--- config.mk ---
export PLATFORM = sky130hd
export DESIGN_NAME = circle_fill_span
export DESIGN_NICKNAME = d
export VERILOG_FILES = /design/src/hdl/cfs_pkg.sv /design/src/hdl/circle_fill_span.sv
export SDC_FILE = /design/constraint.sdc
export NUM_CORES = 1
export LEC_CHECK = 0
export BUFFER_PORTS_ARGS = -buffer_cell sky130_fd_sc_hd__clkbuf_2
export CAP_MARGIN = 5
export CORE_MARGIN = 2
export CORE_UTILIZATION = 60
export CTS_CLUSTER_SIZE = 40
export DETAILED_ROUTE_END_ITERATION = 7
export PLACE_DENSITY_LB_ADDON = 0.15
export SLEW_MARGIN = 15
export SYNTH_ARGS = -nofsm -noshare
export SYNTH_HDL_FRONTEND = slang
export SYNTH_SLANG_ARGS = --single-unit
--- constraint.sdc ---
create_clock -name clk -period 6.6 [get_ports clk]
set_input_delay 0.33 -clock clk [delete_from_list [all_inputs] [get_ports clk]]
set_output_delay 0.33 -clock clk [all_outputs]
set_load 0.05 [all_outputs]
--- src/hdl/cfs_pkg.sv ---
// circle fill span package: configuration register indexes and fixed constants
// used by the span generator top level; depends on nothing
`default_nettype none

package cfs_pkg;

	localparam int CFG_ADDR_W = 2;

	typedef enum logic [CFG_ADDR_W-1:0] {
		REG_CENTER_X = 2'd0,
		REG_CENTER_Y = 2'd1,
		REG_RADIUS   = 2'd2
	} cfg_reg_t;

	localparam int RADIUS_RESET = 50;

endpackage

`default_nettype wire

--- src/hdl/circle_fill_span.sv ---
// filled-circle scanline span generator: one span per row offset, fully pipelined
// exact floor square root, one root bit per stage; depends on cfs_pkg
//
// usage: write center_x (0), center_y (1) and circle_radius (2) on the cfg port
// while the block is idle, then stream signed row offsets into the s_axis side.
// each input transaction gives exactly one output transaction on m_axis with
// row_y = center_y + dy, left_x = center_x - s, right_x = center_x + s, where
// s = floor(sqrt(r*r - dy*dy)); when |dy| > r the outside flag (tuser) is set
// and all three span fields are zero.
// pipeline stages in order: one for offset magnitude and range check, one for
// the two squares, one for the difference, one per root bit in the square root
// chain, and the output register.
// throughput is one row per cycle unless m_tready stalls; each stage holds its own valid bit, so a
// stall on m_tready only backs up as far as the first empty stage and the
// input keeps taking rows into any bubbles. nothing is lost or repeated.
// reset clears all valid bits and loads center 0,0 and radius 50.
`default_nettype none

module circle_fill_span
	import cfs_pkg::*;
#(
	parameter int COORD_BITS  = 12,
	parameter int RADIUS_BITS = 11
) (
	input  wire logic                                   clk,
	input  wire logic                                   arst_n,
	// configuration write port
	input  wire logic                                   cfg_wen,
	input  wire logic [CFG_ADDR_W-1:0]                  cfg_addr,
	input  wire logic [((COORD_BITS > RADIUS_BITS) ? COORD_BITS : RADIUS_BITS)-1:0] cfg_wdata,
	// input rows
	input  wire logic                                   s_tvalid,
	output logic                                        s_tready,
	// bits up: row_offset, zero pad
	input  wire logic [((RADIUS_BITS + 1 + 7) / 8) * 8 - 1:0] s_tdata,
	// output spans
	output logic                                        m_tvalid,
	input  wire logic                                   m_tready,
	// bits up: row_y, left_x, right_x, zero pad
	output logic [((2 * (COORD_BITS + 2) + COORD_BITS + 1 + 7) / 8) * 8 - 1:0] m_tdata,
	// bits up: outside
	output logic                                        m_tuser
);

	localparam int OFF_W   = RADIUS_BITS + 1;
	localparam int ROW_W   = COORD_BITS + 2;
	localparam int RIGHT_W = COORD_BITS + 1;
	localparam int SQ_W    = 2 * RADIUS_BITS;
	localparam int NSQ     = RADIUS_BITS;
	localparam int SUM_W   = ((ROW_W > RADIUS_BITS + 2) ? ROW_W : RADIUS_BITS + 2) + 1;
	localparam int OUT_W   = 2 * ROW_W + RIGHT_W;
	localparam int OUT_PAD = ((OUT_W + 7) / 8) * 8 - OUT_W;

	// configuration registers
	logic [COORD_BITS-1:0]  center_x_q;
	logic [COORD_BITS-1:0]  center_y_q;
	logic [RADIUS_BITS-1:0] radius_q;

	always_ff @(posedge clk or negedge arst_n) begin
		if (!arst_n) begin
			center_x_q <= '0;
			center_y_q <= '0;
			radius_q   <= RADIUS_BITS'(RADIUS_RESET);
		end else if (cfg_wen) begin
			unique case (cfg_addr)
				REG_CENTER_X: center_x_q <= cfg_wdata[COORD_BITS-1:0];
				REG_CENTER_Y: center_y_q <= cfg_wdata[COORD_BITS-1:0];
				REG_RADIUS:   radius_q   <= cfg_wdata[RADIUS_BITS-1:0];
				default: ;
			endcase
		end
	end

	// pipeline registers
	logic                   v_s1, v_s2;
	logic [OFF_W-1:0]       dy_s1, dy_s2;
	logic [OFF_W-1:0]       mag_s1;
	logic                   out_s1, out_s2;
	logic [SQ_W-1:0]        rr_s2, mm_s2;

	// square root chain, index 0 holds the difference, index k has k root bits done
	logic                   v_sk   [0:NSQ];
	logic [OFF_W-1:0]       dy_sk  [0:NSQ];
	logic                   out_sk [0:NSQ];
	logic [SQ_W-1:0]        rem_sk [0:NSQ];
	logic [SQ_W-1:0]        root_sk[0:NSQ];

	logic                   rdy_out, rdy1, rdy2;
	logic                   rdy_sk [0:NSQ];

	logic [OFF_W-1:0]       dy_in;
	logic [OFF_W-1:0]       mag_in;

	logic [ROW_W-1:0]       row_q;
	logic [ROW_W-1:0]       left_q;
	logic [RIGHT_W-1:0]     right_q;
	logic                   outside_q;

	// a stage takes new data when it is empty or its content moves on
	assign rdy_out = !m_tvalid || m_tready;
	assign rdy_sk[NSQ] = !v_sk[NSQ] || rdy_out;
	for (genvar k = 0; k < NSQ; k++) begin : g_rdy
		assign rdy_sk[k] = !v_sk[k] || rdy_sk[k+1];
	end
	assign rdy2 = !v_s2 || rdy_sk[0];
	assign rdy1 = !v_s1 || rdy2;
	assign s_tready = rdy1;

	// stage 1: offset magnitude and range check
	assign dy_in  = s_tdata[OFF_W-1:0];
	assign mag_in = dy_in[OFF_W-1] ? (~dy_in + OFF_W'(1)) : dy_in;

	always_ff @(posedge clk or negedge arst_n) begin
		if (!arst_n) begin
			v_s1 <= 1'b0;
		end else if (rdy1) begin
			v_s1 <= s_tvalid;
		end
	end

	always_ff @(posedge clk) begin
		if (rdy1 && s_tvalid) begin
			dy_s1  <= dy_in;
			mag_s1 <= mag_in;
			out_s1 <= mag_in > {1'b0, radius_q};
		end
	end

	// stage 2: both squares
	always_ff @(posedge clk or negedge arst_n) begin
		if (!arst_n) begin
			v_s2 <= 1'b0;
		end else if (rdy2) begin
			v_s2 <= v_s1;
		end
	end

	always_ff @(posedge clk) begin
		if (rdy2 && v_s1) begin
			dy_s2  <= dy_s1;
			out_s2 <= out_s1;
			rr_s2  <= SQ_W'(radius_q) * SQ_W'(radius_q);
			mm_s2  <= SQ_W'(mag_s1[RADIUS_BITS-1:0]) * SQ_W'(mag_s1[RADIUS_BITS-1:0]);
		end
	end

	// stage 3: radicand, wraps when outside but the span is zeroed then
	always_ff @(posedge clk or negedge arst_n) begin
		if (!arst_n) begin
			v_sk[0] <= 1'b0;
		end else if (rdy_sk[0]) begin
			v_sk[0] <= v_s2;
		end
	end

	always_ff @(posedge clk) begin
		if (rdy_sk[0] && v_s2) begin
			dy_sk[0]   <= dy_s2;
			out_sk[0]  <= out_s2;
			rem_sk[0]  <= rr_s2 - mm_s2;
			root_sk[0] <= '0;
		end
	end

	// one root bit per stage, trial bit walks down two places each time
	for (genvar k = 1; k <= NSQ; k++) begin : g_sqrt
		localparam logic [SQ_W-1:0] TRIAL = SQ_W'(1) << (2 * (NSQ - k));

		logic [SQ_W:0] sum;
		logic          take;

		assign sum  = {1'b0, root_sk[k-1]} + {1'b0, TRIAL};
		assign take = {1'b0, rem_sk[k-1]} >= sum;

		always_ff @(posedge clk or negedge arst_n) begin
			if (!arst_n) begin
				v_sk[k] <= 1'b0;
			end else if (rdy_sk[k]) begin
				v_sk[k] <= v_sk[k-1];
			end
		end

		always_ff @(posedge clk) begin
			if (rdy_sk[k] && v_sk[k-1]) begin
				dy_sk[k]  <= dy_sk[k-1];
				out_sk[k] <= out_sk[k-1];
				if (take) begin
					rem_sk[k]  <= rem_sk[k-1] - sum[SQ_W-1:0];
					root_sk[k] <= (root_sk[k-1] >> 1) + TRIAL;
				end else begin
					rem_sk[k]  <= rem_sk[k-1];
					root_sk[k] <= root_sk[k-1] >> 1;
				end
			end
		end
	end

	// output register: row and span edges
	logic [SUM_W-1:0] row_sum, left_sum, right_sum, half_w;

	assign half_w    = SUM_W'(root_sk[NSQ][RADIUS_BITS-1:0]);
	assign row_sum   = SUM_W'(center_y_q)
	                 + {{(SUM_W - OFF_W){dy_sk[NSQ][OFF_W-1]}}, dy_sk[NSQ]};
	assign left_sum  = SUM_W'(center_x_q) - half_w;
	assign right_sum = SUM_W'(center_x_q) + half_w;

	always_ff @(posedge clk or negedge arst_n) begin
		if (!arst_n) begin
			m_tvalid <= 1'b0;
		end else if (rdy_out) begin
			m_tvalid <= v_sk[NSQ];
		end
	end

	always_ff @(posedge clk) begin
		if (rdy_out && v_sk[NSQ]) begin
			outside_q <= out_sk[NSQ];
			if (out_sk[NSQ]) begin
				row_q   <= '0;
				left_q  <= '0;
				right_q <= '0;
			end else begin
				row_q   <= row_sum[ROW_W-1:0];
				left_q  <= left_sum[ROW_W-1:0];
				right_q <= right_sum[RIGHT_W-1:0];
			end
		end
	end

	// zero pad above the three span fields
	assign m_tdata = (OUT_W + OUT_PAD)'({right_q, left_q, row_q});
	assign m_tuser = outside_q;

endmodule

`default_nettype wire

==> results.sh <==
export IMPL_run_status="finished clean"
export IMPL_number_of_global_route_vias_before_repair=21660
export IMPL_startpoint="radius_q[5]$_DFFE_PN1P_"
export IMPL_max_slew_worst_pin_slew_ns=1.07
export IMPL_unrepaired_setup_endpoints_after_global_routing="no"
export IMPL_drive_above_1_share_pct=9.97
export IMPL_worstRegToRegCells=17
export IMPL_clk_root_buffer_cell="clkbuf_16"
export IMPL_worst_ep_arrival_time_ns=6.15
export IMPL_cp_slowest_stage_delay_ns=0.69
export IMPL_capture_instance_of_the_worst_register_to_register_path="rr_s2[20]$_DFFE_PP_"
export IMPL_postRouteAntennaNets=0
export IMPL_max_cap_viol_count=0
export IMPL_cts_buffers=66
export IMPL_slew_limit_headroom_pct=28.4
export IMPL_cp_end_kind="flip-flop"
export IMPL_top_level_ports=86
export IMPL_floorplan_initialDensity_pct=60.7
export IMPL_pin_count_of_the_biggest_net_entering_global_routing=55
export IMPL_most_numerous_cell_on_the_critical_path="fa_1"
export IMPL_cpMaxStageDelayCell="dfstp_2"
export IMPL_post_route_drc_count=0
export IMPL_worstPathMaxFanout=10
export IMPL_slew_violations=0
export IMPL_synth_top_area_cells="edfxtp_1, ha_1, fa_1, inv_1, dfrtp_1"
export IMPL_die_h_um=243
export IMPL_syn_avg_cell_area_um2=12.5
export IMPL_htreeDepth=3
export IMPL_fmax_ghz=0.172
export IMPL_synth_largest_area_cell="edfxtp_1"
export IMPL_clock_tree_from_tritoncts="done"
export IMPL_die_area_um2=59100
export IMPL_crit_chain="inv_1, nor2_1, ha_1, xnor2_1, fa_1, fa_1, fa_1, inv_1, fa_1, inv_1, ha_1, a211oi_1, nand2_1, or2_2, o21ai_0, o21ai_0, xor2_1"
export IMPL_tns_ns=0
export IMPL_cts_clk_slew_worst_paths_ns=0.06
export IMPL_p_r_area_growth_vs_syn_pct=11.0
export IMPL_ys_types=85
export IMPL_final_core_util_pct=67.4
export IMPL_finalWirelength_um=66000
export IMPL_cts_num_sinks=631
export IMPL_fin_nets=3270
export IMPL_synth_ff_type="edfxtp_1"
export IMPL_diodes=0
export IMPL_grt_remaining_overflow=0
export IMPL_gr_usage_total_pct=23.2
export IMPL_maximum_clock_skew_at_final_layout_ns=0.0365
export IMPL_reg2reg_slack_ns=0.79
export IMPL_detail_route_wl_per_cell_um=18.0
export IMPL_final_common_cell="edfxtp_1"
export IMPL_ys_warnings_count=0
export IMPL_startpoint_class="flip-flop"
export IMPL_vias=20728
export IMPL_fp_coreArea_um2=56500
export IMPL_async_sr_flop_fraction_pct=7.92
export IMPL_finalSetupViolCount=0
export IMPL_post_cts_repair_setup_buffers=0
export IMPL_antenna_violations_before_repair=0
export IMPL_critical_path_endpoint="rr_s2[20]$_DFFE_PP_"
export IMPL_drt_first_pass_iters=5
export IMPL_worst_r2r_startpoint="radius_q[5]$_DFFE_PN1P_"
export IMPL_finalCriticalPeriod_ns=5.81
export IMPL_max_clock_path_buffers=3
export IMPL_worstSkewPairLatency_ns=0.61
export IMPL_drc_marker_count_from_the_first_detailed_route_iteration=1293
export IMPL_hold_path_class="in2reg"
export IMPL_synth_edff_count=581
export IMPL_port_buffers=74
export IMPL_finalWeightedCongestion=0.938
export IMPL_drt_vias_per_instance=5.65
export IMPL_final_min_period_over_clock_period_pct=88.0
export IMPL_grt_pass1_wl_um=109000
export IMPL_postSynthRegisterBits=631
export IMPL_layout_common_cells="edfxtp_1, inv_1, ha_1"
export IMPL_die_width_um=243
export IMPL_final_hold_violation_count=0
export IMPL_sum_of_net_half_perimeters_after_detailed_placement_um=49700
export IMPL_critical_path_required_ns=6.94
export IMPL_floorplan_rows=87
export IMPL_yosys_area_top_type_share_pct=50.9
export IMPL_synth_sequential_area_ratio_pct=54.5
export IMPL_synth_area_um2=34300
export IMPL_postSynthCellCount=2737
export IMPL_n_fill_cell=4022
export IMPL_timing_setup_critical_path_class="reg2reg"
[worst min path at each step]
stage | start | endpoint | cells past startpoint
2_1_floorplan | arst_n | center_x_q[0]$_DFFE_PN0P_ | 0
3_3_place_gp | out_sk[1][3]$_DFFE_PP_ | out_sk[2][0]$_DFFE_PP_ | 0
3_5_place_dp | dy_sk[0][6]$_DFFE_PP_ | dy_sk[0][18]$_DFFE_PP_ | 0
4_1_cts | s_tdata[9] | dy_s1[9]$_DFFE_PP_ | 1
5_1_grt | cfg_wdata[9] | center_y_q[9]$_DFFE_PN0P_ | 2
6_report | s_tdata[2] | dy_s1[2]$_DFFE_PP_ | 1
[cells by family (layout without fill, tap and decap cells)]
logic type,count (synthesis),in the layout,share of synthesized area [%]
buffers and inverters,439,604,4.95
XOR/XNOR,159,159,4.06
other,1,9,0.0109
AND/OR/NAND/NOR,656,656,9.97
AO/OA/AOI/OAI,411,411,7.78
flip-flops,631,631,54.5
adder cells (fa/ha/maj),377,377,16.6
multiplexers,63,63,2.03
[routing by layer]
metal  GRT usage (%)  vias to the layer above  wire length, um
met5               0                        -                0
met4            6.93                        0             1690
met3            3.57                      127             3230
met2            40.7                      523            33400
met1            29.8                    10181            27700
li1                -                     9897                -
[area by class of cell]
cell class	instances	area, um^2	area share, %
sequential	631	18700	49.1
multi-input combinational	1675	14000	36.8
clock buffer	89	1820	4.78
inverter	381	1430	3.76
tap	756	946	2.49
timing repair buffer	103	651	1.71
clock inverter	31	493	1.30
[through the flow]
| step | instance area [um^2] | hold WS, ns | setup slack, ns | instances |
|---|---|---|---|---|
| after floorplan | 34300 | 0.0344 | 1.23 | 2745 |
| after global placement | 35600 | 0.400 | 0.920 | 3532 |
| after detailed placement | 35600 | 0.405 | 0.832 | 3533 |
| after CTS | 38000 | 0.000561 | 0.804 | 3665 |
| after global routing | 38100 | 0.00575 | 0.442 | 3666 |
| final | 38100 | 0.0357 | 0.792 | 3666 |
[synthesized netlist by cell type (all sizes together), types with 6 or more instances]
master and number:
a211o 7, a211oi 18, a21boi 7, a21o 33, a21oi 102, a31oi 14
and2 49, and3 11, buf 21, clkbuf 37, dfrtp 47, edfxtp 581
fa 132, ha 245, inv 380, mux2 52, mux2i 11, nand2 154
nand2b 32, nand3 29, nand3b 11, nand4 15, nand4b 6, nor2 138
nor2b 32, nor3 61, nor3b 12, nor4 37, o211ai 20, o21a 43
o21ai 99, o21bai 10, o31a 8, o31ai 8, or2 14, or3 21
or4 14, xnor2 88, xor2 71
[what timing repair did]
item / CTS / global route
hold endpoints to repair: 65 / 0
hold buffers: 12 / 0
gates resized for setup: 0 / 0
[worst max-delay path: cells and delay by family, from the launching register on]
| family | cells | cell delay [ns] |
|---|---|---|
| flip-flops | 1 | 0.69 |
| adder cells (fa/ha/maj) | 6 | 2.62 |
| buffers and inverters | 3 | 0.27 |
| AO/OA/AOI/OAI | 3 | 0.93 |
| XOR/XNOR | 2 | 0.37 |
| AND/OR/NAND/NOR | 3 | 0.68 |
[sequential cells by signal, summed over array words and instances (netlist names), 13 cells and up]
register	count
root_sk	66
row_q	14
mm_s2	20
rr_s2	21
left_q	13
rem_sk	242
dy_sk	144
Power is not shown: default switching activity piles up to over one toggle a cycle in this logic, so the estimate is an artifact.
